**config.mk**
```make
export PLATFORM = sky130hd
export DESIGN_NAME = temporal_pixel_denoise_block_flat
export DESIGN_NICKNAME = d
export VERILOG_FILES = /design/src/design/tpd_pkg.sv /design/src/design/tpd_if.sv /design/src/design/temporal_pixel_denoise_block.sv /design/src/flat_wrapper.sv
export SDC_FILE = /design/constraint.sdc
export NUM_CORES = 1
export LEC_CHECK = 0
export ABC_CLOCK_PERIOD_IN_PS = 11450
export BUFFER_PORTS_ARGS = -buffer_cell sky130_fd_sc_hd__buf_2
export CORE_ASPECT_RATIO = 0.8
export CORE_MARGIN = 4
export CORE_UTILIZATION = 35
export CTS_CLUSTER_SIZE = 25
export DETAILED_ROUTE_END_ITERATION = 8
export MAX_ROUTING_LAYER = met4
export SETUP_SLACK_MARGIN = 0.5
export SLEW_MARGIN = 20
export SYNTH_ARGS = -nofsm -noshare
export SYNTH_HDL_FRONTEND = slang
export SYNTH_SLANG_ARGS = --single-unit
```
**constraint.sdc**
```tcl
create_clock -name clk -period 11.45 [get_ports clk]
set_clock_uncertainty 0.15 [all_clocks]
set_input_delay 0.5725 -clock clk [delete_from_list [all_inputs] [get_ports clk]]
set_output_delay 0.5725 -clock clk [all_outputs]
set_load 0.005 [all_outputs]
```
**src/design/tpd_pkg.sv**
```systemverilog
package tpd_pkg;

  localparam int BLOCK_SIDE = 16;
  localparam int SUM_BOUND_RAW = BLOCK_SIDE * BLOCK_SIDE * 255;
  localparam int SUM_BOUND = (SUM_BOUND_RAW < 65535) ? SUM_BOUND_RAW : 65535;

  localparam int PIX_W    = 8;
  localparam int MOTION_W = 22;
  localparam int LIMIT_W  = 16;
  localparam int SUM_W    = 17;
  localparam int PADDR_W  = 4;
  localparam int PDATA_W  = 32;

  localparam logic [MOTION_W-1:0] LOW_MOTION_RESET   = 22'd24;
  localparam logic [LIMIT_W-1:0]  LIMIT_NORMAL_RESET = 16'd512;
  localparam logic [LIMIT_W-1:0]  LIMIT_STRONG_RESET = 16'd768;

  localparam logic [PADDR_W-1:0] ADDR_LOW_MOTION   = 4'd0;
  localparam logic [PADDR_W-1:0] ADDR_LIMIT_NORMAL = 4'd4;
  localparam logic [PADDR_W-1:0] ADDR_LIMIT_STRONG = 4'd8;

  localparam logic [7:0] BAND_NORMAL = 8'd3;
  localparam logic [7:0] BAND_WIDE   = 8'd4;
  localparam logic [7:0] DIFF_SMALL  = 8'd7;
  localparam logic [7:0] DIFF_MID    = 8'd15;
  localparam logic [3:0] STEP_SMALL  = 4'd3;
  localparam logic [3:0] STEP_MID    = 4'd4;
  localparam logic [3:0] STEP_LARGE  = 4'd6;
  localparam logic [PIX_W-1:0] PIX_MAX = 8'd255;

  localparam logic signed [SUM_W:0] SUM_MAX = (SUM_W + 1)'(SUM_BOUND);
  localparam logic signed [SUM_W:0] SUM_MIN = -(SUM_W + 1)'(SUM_BOUND);

  typedef logic [PIX_W-1:0] pix_t;
  typedef logic [MOTION_W-1:0] motion_t;
  typedef logic [LIMIT_W-1:0] limit_t;
  typedef logic signed [SUM_W-1:0] sum_t;

endpackage

```
**src/design/tpd_if.sv**
```systemverilog
interface tpd_in_if import tpd_pkg::*; ();
  logic    valid;
  logic    ready;
  pix_t    avg_pixel;
  pix_t    raw_pixel;
  motion_t motion_sq;
  logic    strong_mode;
  logic    last_pixel;

  modport source (
    output valid, avg_pixel, raw_pixel, motion_sq, strong_mode, last_pixel,
    input  ready
  );
  modport sink (
    input  valid, avg_pixel, raw_pixel, motion_sq, strong_mode, last_pixel,
    output ready
  );
endinterface

interface tpd_out_if import tpd_pkg::*; ();
  logic valid;
  logic ready;
  pix_t filtered_pixel;
  logic block_done;
  logic use_filtered;
  sum_t block_sum;

  modport source (
    output valid, filtered_pixel, block_done, use_filtered, block_sum,
    input  ready
  );
  modport sink (
    input  valid, filtered_pixel, block_done, use_filtered, block_sum,
    output ready
  );
endinterface

```
**src/design/temporal_pixel_denoise_block.sv**
```systemverilog
// channel   | dir | handshake           | payload
// pix_in    | in  | valid/ready         | avg_pixel, raw_pixel, motion_sq,
//           |     |                     | strong_mode, last_pixel
// pix_out   | out | valid/ready         | filtered_pixel, block_done, use_filtered,
//           |     |                     | block_sum
// apb       | in  | psel/penable/pready | paddr, pwdata, prdata
//
// one item per cycle sustained while pix_out.ready is high; an item passes the input register, then the result register
// block state (running sum, motion and strong flags) updates as an item enters
// the result register, so consecutive pixels chain without gaps
// rst is synchronous: clears both stages, block state and the registers to defaults
// pix_out.ready low holds the result; pix_in keeps accepting until both stages hold items
module temporal_pixel_denoise_block import tpd_pkg::*; (
  input  logic               clk,
  input  logic               rst,
  tpd_in_if.sink             pix_in,
  tpd_out_if.source          pix_out,
  input  logic               psel,
  input  logic               penable,
  input  logic               pwrite,
  input  logic [PADDR_W-1:0] paddr,
  input  logic [PDATA_W-1:0] pwdata,
  output logic [PDATA_W-1:0] prdata,
  output logic               pready
);

  // configuration
  motion_t low_motion_threshold;
  limit_t  sum_limit_normal;
  limit_t  sum_limit_strong;

  assign pready = 1'b1;

  always_ff @(posedge clk) begin
    if (rst) begin
      low_motion_threshold <= LOW_MOTION_RESET;
      sum_limit_normal     <= LIMIT_NORMAL_RESET;
      sum_limit_strong     <= LIMIT_STRONG_RESET;
    end else if (psel && penable && pwrite) begin
      case (paddr)
        ADDR_LOW_MOTION:   low_motion_threshold <= pwdata[MOTION_W-1:0];
        ADDR_LIMIT_NORMAL: sum_limit_normal     <= pwdata[LIMIT_W-1:0];
        ADDR_LIMIT_STRONG: sum_limit_strong     <= pwdata[LIMIT_W-1:0];
        default: ;
      endcase
    end
  end

  always_comb begin
    case (paddr)
      ADDR_LOW_MOTION:   prdata = PDATA_W'(low_motion_threshold);
      ADDR_LIMIT_NORMAL: prdata = PDATA_W'(sum_limit_normal);
      ADDR_LIMIT_STRONG: prdata = PDATA_W'(sum_limit_strong);
      default:           prdata = '0;
    endcase
  end

  // input register
  logic    s1_valid;
  pix_t    s1_avg;
  pix_t    s1_raw;
  motion_t s1_motion;
  logic    s1_strong;
  logic    s1_last;

  // block state
  sum_t change_sum;
  logic low_motion_flag;
  logic strong_flag;
  logic mid_block;

  logic advance;
  assign advance      = s1_valid && (!pix_out.valid || pix_out.ready);
  assign pix_in.ready = !s1_valid || advance;

  always_ff @(posedge clk) begin
    if (rst) begin
      s1_valid <= 1'b0;
    end else if (pix_in.ready) begin
      s1_valid <= pix_in.valid;
    end
  end

  always_ff @(posedge clk) begin
    if (pix_in.ready && pix_in.valid) begin
      s1_avg    <= pix_in.avg_pixel;
      s1_raw    <= pix_in.raw_pixel;
      s1_motion <= pix_in.motion_sq;
      s1_strong <= pix_in.strong_mode;
      s1_last   <= pix_in.last_pixel;
    end
  end

  // per pixel filter
  logic                  lm_eff;
  logic                  st_eff;
  sum_t                  sum_base;
  logic [7:0]            band;
  logic [3:0]            step;
  logic signed [PIX_W:0] diff;
  logic [PIX_W-1:0]      absdiff;
  logic [PIX_W:0]        pix_up;
  logic [PIX_W:0]        pix_dn;
  pix_t                  pix_next;
  logic signed [SUM_W:0] delta;
  logic signed [SUM_W:0] sum_raw;
  sum_t                  sum_next;
  logic [SUM_W-1:0]      sum_mag;
  limit_t                limit;
  logic                  use_next;

  always_comb begin
    lm_eff   = mid_block ? low_motion_flag : (s1_motion <= low_motion_threshold);
    st_eff   = mid_block ? strong_flag : s1_strong;
    sum_base = mid_block ? change_sum : '0;

    band = (lm_eff && st_eff) ? BAND_WIDE : BAND_NORMAL;
    diff = $signed({1'b0, s1_avg}) - $signed({1'b0, s1_raw});
    absdiff = diff[PIX_W] ? PIX_W'(-diff) : diff[PIX_W-1:0];

    if (absdiff <= DIFF_SMALL) begin
      step = STEP_SMALL;
    end else if (absdiff <= DIFF_MID) begin
      step = STEP_MID;
    end else begin
      step = STEP_LARGE;
    end
    if (lm_eff) begin
      step = step + (st_eff ? 4'd2 : 4'd1);
    end

    pix_up = {1'b0, s1_raw} + (PIX_W + 1)'(step);
    pix_dn = {1'b0, s1_raw} - (PIX_W + 1)'(step);

    if (absdiff <= band) begin
      pix_next = s1_avg;
      delta    = (SUM_W + 1)'(diff);
    end else if (!diff[PIX_W]) begin
      pix_next = pix_up[PIX_W] ? PIX_MAX : pix_up[PIX_W-1:0];
      delta    = $signed({{(SUM_W - 3){1'b0}}, step});
    end else begin
      pix_next = pix_dn[PIX_W] ? '0 : pix_dn[PIX_W-1:0];
      delta    = -$signed({{(SUM_W - 3){1'b0}}, step});
    end

    sum_raw = (SUM_W + 1)'(sum_base) + delta;
    if (sum_raw > SUM_MAX) begin
      sum_next = SUM_W'(SUM_MAX);
    end else if (sum_raw < SUM_MIN) begin
      sum_next = SUM_W'(SUM_MIN);
    end else begin
      sum_next = sum_raw[SUM_W-1:0];
    end

    sum_mag  = sum_next[SUM_W-1] ? SUM_W'(-sum_next) : sum_next;
    limit    = st_eff ? sum_limit_strong : sum_limit_normal;
    use_next = s1_last && (sum_mag <= {1'b0, limit});
  end

  always_ff @(posedge clk) begin
    if (rst) begin
      change_sum      <= '0;
      low_motion_flag <= 1'b0;
      strong_flag     <= 1'b0;
      mid_block       <= 1'b0;
    end else if (advance) begin
      change_sum      <= sum_next;
      low_motion_flag <= lm_eff;
      strong_flag     <= st_eff;
      mid_block       <= !s1_last;
    end
  end

  // result register
  always_ff @(posedge clk) begin
    if (rst) begin
      pix_out.valid <= 1'b0;
    end else if (!pix_out.valid || pix_out.ready) begin
      pix_out.valid <= s1_valid;
    end
  end

  always_ff @(posedge clk) begin
    if (advance) begin
      pix_out.filtered_pixel <= pix_next;
      pix_out.block_done     <= s1_last;
      pix_out.use_filtered   <= use_next;
      pix_out.block_sum      <= sum_next;
    end
  end

endmodule

```
**src/flat_wrapper.sv**
```systemverilog
// flat-port wrapper written by rule: the top's interface ports become plain ports
module temporal_pixel_denoise_block_flat import tpd_pkg::*;
  (clk, rst, psel, penable, pwrite, paddr, pwdata, prdata, pready, pix_in_valid, pix_in_avg_pixel, pix_in_raw_pixel, pix_in_motion_sq, pix_in_strong_mode, pix_in_last_pixel, pix_in_ready, pix_out_valid, pix_out_filtered_pixel, pix_out_block_done, pix_out_use_filtered, pix_out_block_sum, pix_out_ready);
  tpd_in_if pix_in_i ();
  tpd_out_if pix_out_i ();
  input  logic clk;
  input  logic rst;
  input  logic psel;
  input  logic penable;
  input  logic pwrite;
  input  logic [PADDR_W-1:0] paddr;
  input  logic [PDATA_W-1:0] pwdata;
  output logic [PDATA_W-1:0] prdata;
  output logic pready;
  input wire logic [$bits(pix_in_i.valid)-1:0] pix_in_valid;
  input wire logic [$bits(pix_in_i.avg_pixel)-1:0] pix_in_avg_pixel;
  input wire logic [$bits(pix_in_i.raw_pixel)-1:0] pix_in_raw_pixel;
  input wire logic [$bits(pix_in_i.motion_sq)-1:0] pix_in_motion_sq;
  input wire logic [$bits(pix_in_i.strong_mode)-1:0] pix_in_strong_mode;
  input wire logic [$bits(pix_in_i.last_pixel)-1:0] pix_in_last_pixel;
  output wire logic [$bits(pix_in_i.ready)-1:0] pix_in_ready;
  output wire logic [$bits(pix_out_i.valid)-1:0] pix_out_valid;
  output wire logic [$bits(pix_out_i.filtered_pixel)-1:0] pix_out_filtered_pixel;
  output wire logic [$bits(pix_out_i.block_done)-1:0] pix_out_block_done;
  output wire logic [$bits(pix_out_i.use_filtered)-1:0] pix_out_use_filtered;
  output wire logic [$bits(pix_out_i.block_sum)-1:0] pix_out_block_sum;
  input wire logic [$bits(pix_out_i.ready)-1:0] pix_out_ready;
  assign pix_in_i.valid = pix_in_valid;
  assign pix_in_i.avg_pixel = pix_in_avg_pixel;
  assign pix_in_i.raw_pixel = pix_in_raw_pixel;
  assign pix_in_i.motion_sq = pix_in_motion_sq;
  assign pix_in_i.strong_mode = pix_in_strong_mode;
  assign pix_in_i.last_pixel = pix_in_last_pixel;
  assign pix_in_ready = pix_in_i.ready;
  assign pix_out_valid = pix_out_i.valid;
  assign pix_out_filtered_pixel = pix_out_i.filtered_pixel;
  assign pix_out_block_done = pix_out_i.block_done;
  assign pix_out_use_filtered = pix_out_i.use_filtered;
  assign pix_out_block_sum = pix_out_i.block_sum;
  assign pix_out_i.ready = pix_out_ready;
  temporal_pixel_denoise_block u_core (.clk(clk), .rst(rst), .pix_in(pix_in_i), .pix_out(pix_out_i), .psel(psel), .penable(penable), .pwrite(pwrite), .paddr(paddr), .pwdata(pwdata), .prdata(prdata), .pready(pready));
endmodule
```
Word-level counts from Yosys, hierarchy flattened
Index checks and enable logic that the tools add are counted.
{ "word_totals": {"register_bits": 143, "latch_bits": 0, "ramBits": 0, "mem_bits_ro": 0, "inputBits": 83, "output_inout_bits": 62, "elab_cells": 70, "mem_count": 0} }
{ "classes": {"add_sub_neg": 8, "n_mul": 0, "div": 0, "magnitude_cmp": 7, "eq_ne": 2, "n_shift": 0, "n_mux": 20, "bitwise_logic": 0, "n_reduce_logical": 15} }
{ "op_table": {"columns": ["operator", "n"], "rows": [
  ["17-bit 2-to-1 mux", 4],
  ["22-bit one-hot mux with 3 select lines", 1],
  ["8-bit 2-to-1 mux", 5],
  ["18-bit 2-to-1 mux", 2],
  ["22-bit <= comparator", 1],
  ["17-bit by 18-bit adder with 18-bit output", 1],
  ["18-bit by 17-bit > comparator with 1-bit output (second input constant)", 1],
  ["18-bit by 17-bit less-than comparator with 1-bit output (second input constant)", 1],
  ["4-bit negation with 18-bit output", 1],
  ["17-bit by 16-bit <= comparator with 1-bit output", 1],
  ["17-bit negation", 1],
  ["16-bit 2-to-1 mux", 1],
  ["8-bit by 4-bit adder with 9-bit output", 1],
  ["8-bit by 4-bit subtractor with 9-bit output", 1],
  ["8-bit by 8-bit subtractor with 9-bit output", 1],
  ["8-bit by 3-bit <= comparator with 1-bit output (second input constant)", 1],
  ["8-bit by 4-bit <= comparator with 1-bit output (second input constant)", 1],
  ["8-bit <= comparator", 1],
  ["4-bit 2-to-1 mux", 2],
  ["8-bit negation", 1],
  ["1-bit logical AND", 6],
  ["2-bit AND reduction", 3],
  ["4-bit adder", 1],
  ["4-bit by 3-bit equality test with 1-bit output (second input constant)", 1],
  ["7 further kinds", 12]
]} }

Depth between registers and ports, before layout
Gate-level depths: netlist (run 1).
{ "logic_depth": {"depth_word": 19, "mapped_depth": 49, "mapped_depth_nobuf": 47} }

Worst setup path before layout (run 1)
No wires, ideal clock.
{ "synth_timing": {"path_kind": "register to register", "from": "register u_core.s1_avg[0]", "to": "register u_core.pix_out.use_filtered, data pin", "setup_ps": 130, "arrival_ps": 8873, "required_time_ps": 11170, "path_slack_ps": 2297, "stages_incl_launch_ff": 45, "path_buffers": 3, "synth_period_minus_slack_ps": 9153, "path_cell_list": "edfxtp_1 > inv_1 > ha_1 > inv_1 > fa_1 > a211oi_2 > nor2_2 > xnor2_2 > a2111oi_4 > a311oi_2 > or3_1 > buf_4 > inv_1 > ha_1 > xnor2_1 > a21oi_1 > inv_1 > ha_1 > [9 not listed] > buf_2 > mux2i_1 > nand2_1 > ha_1 > buf_1 > nand3_1 > nor3_1 > nand2_1 > xnor2_1 > and3_1 > a31oi_1 > ha_1 > nor2b_1 > o21ai_0 > nand2b_1 > a211oi_1 > o21ai_0 > nand2_1"} }
{ "synth_via": {"elab_chain_len": 19, "word_cells_on_any_way": 22, "classes_between": "add/sub (6); order compare (6); mux (9); reduce/logical (1)"} }
{ "synth_lines": {"columns": ["item", "line_no", "source"], "rows": [
  ["from (decl)", "temporal_pixel_denoise_block.sv:60", "pix_t s1_avg;"],
  ["from (signal assigned)", "temporal_pixel_denoise_block.sv:86", "s1_avg <= pix_in.avg_pixel;"],
  ["8-bit by 8-bit subtractor with 9-bit output (*)", "temporal_pixel_denoise_block.sv:118", "diff = $signed({1'b0, s1_avg}) - $signed({1'b0, s1_raw});"],
  ["8-bit negation", "temporal_pixel_denoise_block.sv:119", "absdiff = diff[PIX_W] ? PIX_W'(-diff) : diff[PIX_W-1:0];"],
  ["8-bit 2-to-1 mux", "temporal_pixel_denoise_block.sv:119", null],
  ["8-bit by 4-bit <= comparator with 1-bit output", "temporal_pixel_denoise_block.sv:123", "end else if (absdiff <= DIFF_MID) begin"],
  ["2-bit 2-to-1 mux", "temporal_pixel_denoise_block.sv:123", null],
  ["4-bit 2-to-1 mux", "temporal_pixel_denoise_block.sv:121", "if (absdiff <= DIFF_SMALL) begin"],
  ["4-bit adder", "temporal_pixel_denoise_block.sv:129", "step = step + (st_eff ? 4'd2 : 4'd1);"],
  ["4-bit 2-to-1 mux", "temporal_pixel_denoise_block.sv:128", "if (lm_eff) begin"],
  ["[4 not listed]", null, null],
  ["18-bit by 17-bit less-than comparator with 1-bit output", "temporal_pixel_denoise_block.sv:149", "end else if (sum_raw < SUM_MIN) begin"],
  ["17-bit 2-to-1 mux", "temporal_pixel_denoise_block.sv:149", null],
  ["17-bit 2-to-1 mux (*)", "temporal_pixel_denoise_block.sv:147", "if (sum_raw > SUM_MAX) begin"],
  ["17-bit negation", "temporal_pixel_denoise_block.sv:155", "sum_mag = sum_next[SUM_W-1] ? SUM_W'(-sum_next) : sum_next;"],
  ["17-bit 2-to-1 mux (*)", "temporal_pixel_denoise_block.sv:155", null],
  ["17-bit by 16-bit <= comparator with 1-bit output (*)", "temporal_pixel_denoise_block.sv:157", "use_next = s1_last && (sum_mag <= {1'b0, limit});"],
  ["1-bit logical AND (*)", "temporal_pixel_denoise_block.sv:157", null],
  ["named net u_core.use_next", "temporal_pixel_denoise_block.sv:110", "logic use_next;"],
  ["to (signal assigned)", "temporal_pixel_denoise_block.sv:187", "pix_out.use_filtered <= use_next;"],
  ["to (decl)", "tpd_if.sv:29", "output valid, filtered_pixel, block_done, use_filtered, block_sum,"]
]} }
The timed path passes the listed nets; every way through them passes the cells marked *.
A chain may end at the register's enable or synchronous reset.

Worst setup path after layout (run 1)
{ "layout_timing": {"from": "register u_core.s1_raw[1]", "to": "register u_core.pix_out.use_filtered, data pin"} }
{ "layout_via": {"elab_chain_len": 19, "word_cells_on_any_way": 22, "classes_between": "add/sub (6); order compare (6); mux (9); reduce/logical (1)"} }
{ "layout_lines": {"columns": ["item", "line_no", "source"], "rows": [
  ["from (decl)", "temporal_pixel_denoise_block.sv:61", "pix_t s1_raw;"],
  ["from (signal assigned)", "temporal_pixel_denoise_block.sv:87", "s1_raw <= pix_in.raw_pixel;"],
  ["8-bit by 8-bit subtractor with 9-bit output (*)", "temporal_pixel_denoise_block.sv:118", null],
  ["8-bit negation", "temporal_pixel_denoise_block.sv:119", null],
  ["8-bit 2-to-1 mux", "temporal_pixel_denoise_block.sv:119", null],
  ["8-bit by 4-bit <= comparator with 1-bit output", "temporal_pixel_denoise_block.sv:123", null],
  ["2-bit 2-to-1 mux", "temporal_pixel_denoise_block.sv:123", null],
  ["4-bit 2-to-1 mux", "temporal_pixel_denoise_block.sv:121", null],
  ["4-bit adder", "temporal_pixel_denoise_block.sv:129", null],
  ["4-bit 2-to-1 mux", "temporal_pixel_denoise_block.sv:128", null],
  ["[4 not listed]", null, null],
  ["18-bit by 17-bit less-than comparator with 1-bit output", "temporal_pixel_denoise_block.sv:149", null],
  ["17-bit 2-to-1 mux", "temporal_pixel_denoise_block.sv:149", null],
  ["17-bit 2-to-1 mux (*)", "temporal_pixel_denoise_block.sv:147", null],
  ["17-bit negation", "temporal_pixel_denoise_block.sv:155", null],
  ["17-bit 2-to-1 mux (*)", "temporal_pixel_denoise_block.sv:155", null],
  ["17-bit by 16-bit <= comparator with 1-bit output (*)", "temporal_pixel_denoise_block.sv:157", null],
  ["1-bit logical AND (*)", "temporal_pixel_denoise_block.sv:157", null],
  ["named net u_core.use_next", "temporal_pixel_denoise_block.sv:110", null]
]} }
Marked as above.

==> results of run 1 <==
[layer usage]
metal	track usage, %	share of wire (%)	wire length (microns)
met5	-	0	0
met4	4.07	1.4	346
met3	3.21	5.9	1500
met2	24.4	42	10800
met1	25.4	50	12900
[through the flow]
stage | cells | utilization (%) | hold slack (ns) | setup WS [ns]
after floorplan | 1089 | - | 0.295 | 2.30
after global placement | 1529 | 39.6 | 0.306 | 1.10
after detailed placement | 1529 | 39.6 | 0.310 | 0.956
after CTS | 1561 | 42.0 | 0.140 | 0.859
after global routing | 1565 | 42.3 | 0.140 | 0.568
final | 1565 | 42.3 | 0.160 | 1.44
[worst register-to-register path, delay by kind of cell (launching register included)]
| kind | cells | cell delay, ns |
|---|---|---|
| buffers and inverters | 4 | 0.68 |
| multiplexers | 1 | 0.09 |
| AO/OA/AOI/OAI | 12 | 2.45 |
| adder cells (fa/ha/maj) | 6 | 2.01 |
| flip-flops | 1 | 0.44 |
| XOR/XNOR | 4 | 0.89 |
| AND/OR/NAND/NOR | 17 | 3.18 |
[layout make-up]
class,count,area [sq um],share of cell area (%)
Multi-Input combinational cell,806,5490,49.1
Inverter,81,304,2.72
Tap cell,357,447,3.99
Clock buffer,19,464,4.15
Timing Repair Buffer,144,773,6.91
Sequential cell,143,3530,31.6
Clock inverter,13,171,1.53
Antenna cell,2,5.00,0.0447
[power by group through the flow]
stage	Clock, mW	Combinational (mW)	Sequential [mW]
final	0.606	0.634	0.595
after global routing	0.643	0.708	0.598
after CTS	0.621	0.624	0.595
after detailed placement	0	0.619	0.606
after global placement	0	0.613	0.606
after floorplan	0	0.462	0.603
[flip-flops by register name, indices dropped and copies added (netlist names), 8 cells and up]
signal and cells:
u_core.change_sum 17, u_core.low_motion_threshold 22, u_core.s1_avg 8, u_core.pix_out.block_sum 17
u_core.sum_limit_normal 16, u_core.sum_limit_strong 16, u_core.pix_out.filtered_pixel 8, u_core.s1_raw 8
u_core.s1_motion 22
[what timing repair did]
action | CTS | global route
gates resized for setup | 0 | 12
hold buffers | 0 | 0
endpoints found under the setup margin | 0 | 1
setup buffers | 0 | 2
[logic make-up (layout without fill, tap and decap cells)]
group | Yosys count | after routing | share of synthesized area, %
AOI/OAI and AO/OA | 269 | 269 | 19.2
buffers and inverters | 140 | 257 | 6.33
DFF | 143 | 143 | 37.2
other | 2 | 13 | 0.0791
and+or+nand+nor | 377 | 377 | 19.1
xor gates and xnor gates | 36 | 36 | 3.48
adders and majority gates | 87 | 87 | 11.7
muxes | 26 | 26 | 2.83
[synthesized netlist by cell type, types with 10 or more instances]
library cell,instances
nand2_1,161
a21oi_1,95
ha_1,80
inv_1,79
dfxtp_1,76
nor2_1,70
edfxtp_1,67
o21ai_0,37
clkbuf_1,36
and2_1,30
mux2i_1,22
xnor2_1,20
nand2b_1,19
a222oi_1,16
buf_4,15
nor3_1,14
xor2_1,14
a211oi_1,13
nand3b_1,12
a31oi_1,10
nand3_1,10
nand4_1,10
[path summary, 6_finish.rpt]
check | to
setup / recovery | u_core.pix_out.use_filtered
setup reg to reg | u_core.pix_out.use_filtered
hold / removal | u_core.s1_motion[6]
hold reg to reg | u_core.low_motion_threshold[20]
==> flow_summary.yaml, run 1 <==
outcome:
  run_status: "finished, final reports clean"
yosys:
  synth_enable_flop_cells: 67
  postSynthAreaPerCell_sq_um: 8.79
  synthesis.instances: 1080
  synth_area_leaders: "edfxtp_1 (21%), dfxtp_1 (16%), ha_1 (11%)"
  top_area_cell_type_share_of_the_netlist_area_pct: 21.2
  post-synth-top-area-cell: "edfxtp_1"
  synth-async-reset-ratio_pct: 0
  number_of_distinct_standard_cells_referenced_by_the_synthesized_netlist: 79
  ys_warn_count: 0
  ffs_latches_synth: 143
  yosysSeqAreaShare_pct: 37.2
  netlist_area_sq_um: 9490
  synth_flop_cell: "dfxtp_1"
global_route:
  overflow: 0
  grt_util_all_layers_pct: 17.2
  grt_antenna_before_repair: 2
  vias_in_the_first_global_route: 7572
  grt_max_degree: 80
  wire_length_of_the_first_global_routing_pass_mm: 40.1
timing:
  max_slew_margin_pct: 35.7
  peak_freq_mhz: 99.9
  fin_crit_sh_pct: 87.4
  final-setup-viol-count: 0
  finalHoldViolations: 0
  grt_setup_unrepaired: "false"
  worst-slew-pin-transition_ns: 0.965
  min_period_ns: 10.01
  final-max-slew-violation-count: 0
  fin_tns_setup_ns: 0
pwr:
  netSwitchingPower_mw: 0.627
  seq_power_share_pct: 32.4
  power.clock.fraction_pct: 33.0
  intPower_mw: 1.21
  power_share_of_the_combinational_group_pct: 34.5
  switching_share_pct: 34.2
  vdd.ir_drop.worst_uv: 114
  cellPowerDensity_nw_per_um2: 164
  leakage_nw: 4.65
  p_total_mw: 1.84
setup_path:
  crit_path_end_kind: "flip-flop"
  required_ns: 11.59
  cpPeakStageDelay_ns: 0.63
  start_kind: "flip-flop"
  worst_ep_arrival_time_ns: 10.15
  r2r_setup_slack_ns: 1.44
  critical_path.top_delay_family: "simple AND/OR/NAND/NOR gates"
  slowest_library_cell_on_the_worst_path: "or4b_2"
  critical_setup_path_kind: "reg -> reg"
  timing.critical_path.fanout_max: 18
  cp-startpoint: "u_core.s1_raw[1]"
  reg2reg_from: "u_core.s1_raw[1]"
  most_common_cell_on_crit_path: "nand2_1"
  critical_path_depth_in_cells: 44
  reg2reg_depth: 44
  cp_num_buf_inv: 4
layout:
  fill_cells: 2637
  nNetsFinal: 1360
  layout.cells.most_common: "nand2_1"
  syn2layout_area_growth_pct: 17.9
  mostFrequentLayoutCells: "nand2_1 (161), buf_2 (123), a21oi_1 (94)"
  final_layout_size_suffix_gt1_share_pct: 18.6
  fin_area_sq_um: 11200
worst_hold_path:
  hold_path.class: "in -> reg"
  worst_hold_path.num_cells: 1
  hold_start: "pix_in_motion_sq[6]"
clocking:
  cts_made_buffers: 17
  cts_max_path_buffers: 2
  numClockSinks: 143
  clockRootBuffer: "clkbuf_16"
  clock_latency_ns: 0.44
  cts_tree: "built"
  path_clk_slew_ns: 0.07
  cts.htree.levels: 4
run:
  cap_violations: 0
route:
  drt-total-wl_mm: 25.5
  drt_iter0_markers: 716
  drt-pass1-iter-count: 5
  via_per_inst: 5.15
  drc: 0
  dr_total_vias: 8063
  number_of_nets_still_failing_antenna_checks_after_routing: 0
  post_drt_wl_per_cell_microns: 16.3
placed_design:
  placement.io_buffers: 123
  instance_area_at_placement_sq_um: 10500
  gp_congestion: 0.898
  dp.final_hpwl_mm: 18.8
floorplanning:
  num_rows: 53
  floorplan.io_pins: 145
  die-width_microns: 192
  core_area_sq_um: 26500
  start_util_pct: 35.9
  die-height_microns: 155
  fp.dieArea_sq_um: 29800
Note: power is estimated with default switching activity, not from simulation.
==> run 2: changes to the inputs <==
- CELL_PAD_IN_SITES_DETAIL_PLACEMENT: not set -> 1
- CELL_PAD_IN_SITES_GLOBAL_PLACEMENT: not set -> 2
- PLACE_DENSITY_LB_ADDON: not set -> 0.1
- RECOVER_POWER: not set -> 50
==> flow_summary.yaml, run 2 (same netlist as run 1, synthesis figures left out) <==
outcome:
  run_status: "complete, but fails checks"
  violations: "max-capacitance violations, max-slew violations"
setup_path:
  reg2reg_from: "u_core.s1_raw[1]"
  critical_path_depth_in_cells: 45
  required_ns: 11.60
  critical_setup_path_kind: "reg -> reg"
  start_kind: "flip-flop"
  critical_path.top_delay_family: "compound AO/OA/AOI/OAI gates"
  slowest_library_cell_on_the_worst_path: "fa_1"
  cp_num_buf_inv: 6
  reg2reg_depth: 45
  worst_ep_arrival_time_ns: 10.41
  cpPeakStageDelay_ns: 0.50
  cp-endpoint: "u_core.pix_out.use_filtered"
  cp-startpoint: "u_core.s1_raw[1]"
  r2r_setup_slack_ns: 1.18
  timing.critical_path.fanout_max: 14
  rr_endpoint: "u_core.pix_out.use_filtered"
  most_common_cell_on_crit_path: "o21a_1"
  crit_path_end_kind: "flip-flop"
floorplanning:
  num_rows: 53
  floorplan.io_pins: 145
  die-width_microns: 192
  fp.dieArea_sq_um: 29800
  core_area_sq_um: 26500
  die-height_microns: 155
  start_util_pct: 35.9
layout:
  finish.cell_count_without_fillers: 1568
  final_layout_size_suffix_gt1_share_pct: 17.2
  fill_cells: 3129
  mostFrequentLayoutCells: "nand2_1 (161), buf_2 (110), a21oi_1 (94)"
  antennaDiodeCount: 0
  syn2layout_area_growth_pct: 17.3
  layout.cells.most_common: "nand2_1"
  nNetsFinal: 1365
  layout_top_registers: "u_core.low_motion_threshold: 22 flops, u_core.s1_motion: 22 flops"
placed_design:
  dp.final_hpwl_mm: 22.0
  placement.io_buffers: 123
  gp_congestion: 0.847
  placed_cells: 1533
timing:
  fin_tns_setup_ns: 0
  worst-slew-pin-transition_ns: 3.81
  grt_setup_unrepaired: "false"
  final-max-slew-violation-count: 182
  final-setup-viol-count: 0
  finalHoldViolations: 0
  min_period_ns: 10.27
  fin_crit_sh_pct: 89.7
  max_slew_margin_pct: -154
  peak_freq_mhz: 97.4
clocking:
  path_clk_slew_ns: 0.07
  cts_made_buffers: 17
  numClockSinks: 143
  cts_tree: "built"
  clockRootBuffer: "clkbuf_16"
  clock_latency_ns: 0.44
  cts_max_path_buffers: 2
  cts.htree.levels: 4
global_route:
  wire_length_of_the_first_global_routing_pass_mm: 46.6
  vias_in_the_first_global_route: 8292
  grt_util_all_layers_pct: 20.5
  overflow: 0
  grt_antenna_before_repair: 0
  grt_max_degree: 80
route:
  wl_met1_mm: 15.2
  drt-pass1-iter-count: 5
  drt-total-wl_mm: 29.9
  met2WireLength_mm: 13.3
  drt_iter0_markers: 506
  wl_met3_mm: 1.09
  route.top_layer_used: "met4"
  post_drt_wl_per_cell_microns: 19.0
  via_per_inst: 5.30
  drc: 0
  number_of_nets_still_failing_antenna_checks_after_routing: 0
  dr_total_vias: 8309
pwr:
  cellPowerDensity_nw_per_um2: 164
  vdd.ir_drop.worst_uv: 117
  leakage_nw: 4.59
run:
  cap_violations: 3
worst_hold_path:
  hold_path.class: "in -> reg"
[run 2: cell types whose count changed in the layout (fill, tap and decap cells not counted), sizes merged]
cell,before,now
clkinv,4,3
clkbuf,19,36
bufinv,3,1
inv,87,86
clkinvlp,0,1
buf,144,135
diode,2,0
[run 2: timing repair]
| item | 4_1_cts | 5_1_grt |
|---|---|---|
| gates resized for setup | 0 | 6 |
| setup buffers | 0 | 3 |
| endpoints found under the setup margin | 0 | 1 |
| hold buffers | 0 | 0 |
[run 2: final cells by class]
class | instances | area [sq um] | area share, %
tap | 357 | 447 | 4.01
timing repair buffer | 149 | 787 | 7.07
multi-input combinational | 806 | 5470 | 49.2
inverter | 81 | 304 | 2.73
sequential | 143 | 3530 | 31.8
clock inverter | 10 | 98.8 | 0.888
clock buffer | 22 | 487 | 4.37
[run 2: layer usage]
metal,GRT usage (%),up-vias
met5,-,-
met4,3.77,0
met3,3.43,17
met2,30.3,167
met1,29.9,4019
li1,-,4106
[run 2: worst min path at each step]
stage	from	slack [ns]	depth (start not counted)	endpoint
CTS	pix_in_raw_pixel[4]	0.13	1	u_core.s1_raw[4]
global route	pix_in_raw_pixel[7]	0.13	1	u_core.s1_raw[7]
detailed placement	u_core.low_motion_threshold[16]	0.31	2	u_core.low_motion_threshold[16]
floorplan	u_core.change_sum[14]	0.29	2	u_core.change_sum[14]
finish	pix_in_avg_pixel[6]	0.16	1	u_core.s1_avg[6]
global placement	u_core.low_motion_threshold[16]	0.31	2	u_core.low_motion_threshold[16]
[run 2: power by group]
part	total, mW	internal, mW	leakage (nW)	switching (mW)
combinational	0.653	0.265	3.05	0.389
clock	0.573	0.328	0.290	0.246
sequential	0.598	0.581	1.25	0.0167
[run 2: worst register-to-register path: cells and delay by family (launching register included)]
family | cells | cell delay (ns)
fa+ha+maj | 6 | 1.91
simple gates | 10 | 1.46
xor+xnor | 2 | 0.49
mux | 1 | 0.29
buf+inv | 6 | 1.01
compound gates | 20 | 4.32
flops | 1 | 0.47
[run 2: per-stage QoR]
step,power [mW],utilization [%],area (sq um),worst slack (ns),hold slack [ns]
2_1_floorplan,1.07,-,9520,2.30,0.295
3_3_place_gp,1.25,39.7,10500,0.980,0.306
3_5_place_dp,1.25,39.7,10500,0.876,0.314
4_1_cts,1.84,41.9,11100,0.758,0.132
5_1_grt,1.94,42.1,11100,0.492,0.131
6_report,1.82,42.1,11100,1.18,0.158
==> run 3: changes to the inputs <==
- ABC_CLOCK_PERIOD_IN_PS: 11450 -> 10600
- CTS_CLUSTER_SIZE: 25 -> not set
- RECOVER_POWER: 50 -> not set
- clock period: 11.45 -> 10.6 ns (I/O delays scaled with it)
==> flow_summary.yaml, run 3 (same netlist as run 1, synthesis figures left out) <==
outcome:
  run_status: "finished, final reports clean"
setup_path:
  critical_setup_path_kind: "reg -> reg"
  start_kind: "flip-flop"
  worst_ep_arrival_time_ns: 9.57
  slowest_library_cell_on_the_worst_path: "fa_2"
  crit_path_end_kind: "flip-flop"
  timing.critical_path.fanout_max: 6
  most_common_cell_on_crit_path: "o21a_1"
  cpPeakStageDelay_ns: 0.53
  required_ns: 10.74
timing:
  worst-slew-pin-transition_ns: 0.991
  grt_setup_unrepaired: "false"
  final-setup-viol-count: 0
  max_slew_margin_pct: 33.7
  peak_freq_mhz: 106
  min_period_ns: 9.43
  final-max-slew-violation-count: 0
  fin_crit_sh_pct: 89.0
  fin_tns_setup_ns: 0
  finalHoldViolations: 0
run:
  cap_violations: 0
clocking:
  numClockSinks: 143
  cts_tree: "built"
  clockRootBuffer: "clkbuf_16"
  path_clk_slew_ns: 0.07
  clock_latency_ns: 0.44
  cts_made_buffers: 17
  cts.htree.levels: 4
  cts_max_path_buffers: 2
route:
  drt-total-wl_mm: 29.8
  drc: 0
  drt_iter0_markers: 437
  via_per_inst: 5.26
  number_of_nets_still_failing_antenna_checks_after_routing: 0
  drt-pass1-iter-count: 5
  post_drt_wl_per_cell_microns: 18.8
  dr_total_vias: 8334
layout:
  syn2layout_area_growth_pct: 20.2
  mostFrequentLayoutCells: "nand2_1 (161), buf_2 (123), a21oi_1 (93)"
  layout_top_registers: "u_core.low_motion_threshold: 22 flops, u_core.s1_motion: 22 flops"
  nNetsFinal: 1380
  final_layout_size_suffix_gt1_share_pct: 21.0
  fill_cells: 3128
  antennaDiodeCount: 0
  layout.cells.most_common: "nand2_1"
global_route:
  grt_max_degree: 80
  grt_antenna_before_repair: 0
  vias_in_the_first_global_route: 8428
  wire_length_of_the_first_global_routing_pass_mm: 47.2
  overflow: 0
  grt_util_all_layers_pct: 20.7
floorplanning:
  die-width_microns: 192
  start_util_pct: 35.9
  die-height_microns: 155
  core_area_sq_um: 26500
  floorplan.io_pins: 145
  num_rows: 53
  fp.dieArea_sq_um: 29800
placed_design:
  dp.final_hpwl_mm: 22.1
  gp_congestion: 0.883
  placement.io_buffers: 123
pwr:
  vdd.ir_drop.worst_uv: 117
  cellPowerDensity_nw_per_um2: 175
  leakage_nw: 4.72
  p_total_mw: 2.00
worst_hold_path:
  hold_path.class: "in -> reg"
run 3: timing repair:
action,CTS,global route
setup buffers,0,7
hold buffers,0,0
endpoints found under the setup margin,0,1
gates resized for setup,0,32
run 3: final timing paths:
check                                                startpoint                              end  slack (ns)  cells past startpoint
worst min-delay path                        pix_in_raw_pixel[7]                 u_core.s1_raw[7]        0.11                      1
worst max-delay path                           u_core.s1_avg[0]      u_core.pix_out.use_filtered        1.17                     43
worst max register to register                 u_core.s1_avg[0]      u_core.pix_out.use_filtered        1.17                     43
worst min register to register  u_core.low_motion_threshold[19]  u_core.low_motion_threshold[19]        0.32                      2
run 3: cell type report:
class / instances / area [sq um] / share of cell area (%)
Clock buffer: 21 / 463 / 4.06
Timing Repair Buffer: 164 / 923 / 8.09
Sequential cell: 143 / 3530 / 31.0
Inverter: 81 / 304 / 2.67
Tap cell: 357 / 447 / 3.92
Clock inverter: 11 / 104 / 0.910
Multi-Input combinational cell: 806 / 5630 / 49.4
run 3: stage by stage:
step | instance area (sq um) | utilization (%) | worst slack, ns | hold WS (ns) | std cells
finish | 11400 | 43.1 | 1.17 | 0.106 | 1583
global route | 11400 | 43.1 | 0.510 | 0.0909 | 1583
CTS | 11200 | 42.2 | 0.601 | 0.0942 | 1576
detailed placement | 10600 | 40.0 | 0.707 | 0.311 | 1544
global placement | 10600 | 40.0 | 0.808 | 0.305 | 1544
floorplan | 9520 | - | 1.45 | 0.295 | 1089
run 3: per-layer routing:
layer / GRT usage, % / vias up / wire, microns / share of wire [%]
met5: - / - / 0 / 0
li1: - / 4127 / - / -
met4: 4.24 / 0 / 314 / 1.1
met1: 30.5 / 4014 / 15300 / 51
met2: 30.1 / 170 / 13000 / 44
met3: 3.25 / 23 / 1210 / 4.1
run 3: where the power goes:
group	internal [mW]	total [mW]	switching, mW
sequential	0.627	0.644	0.0175
combinational	0.315	0.755	0.439
clock	0.340	0.600	0.260
run 3: worst max-delay path: cells and delay by family (launching register included):
kind | cells | cell delay, ns
multiplexers | 1 | 0.25
flip-flops | 1 | 0.37
AND/OR/NAND/NOR | 13 | 2.23
buffers and inverters | 4 | 0.37
AO/OA/AOI/OAI | 18 | 3.75
adder cells (fa/ha/maj) | 7 | 2.13
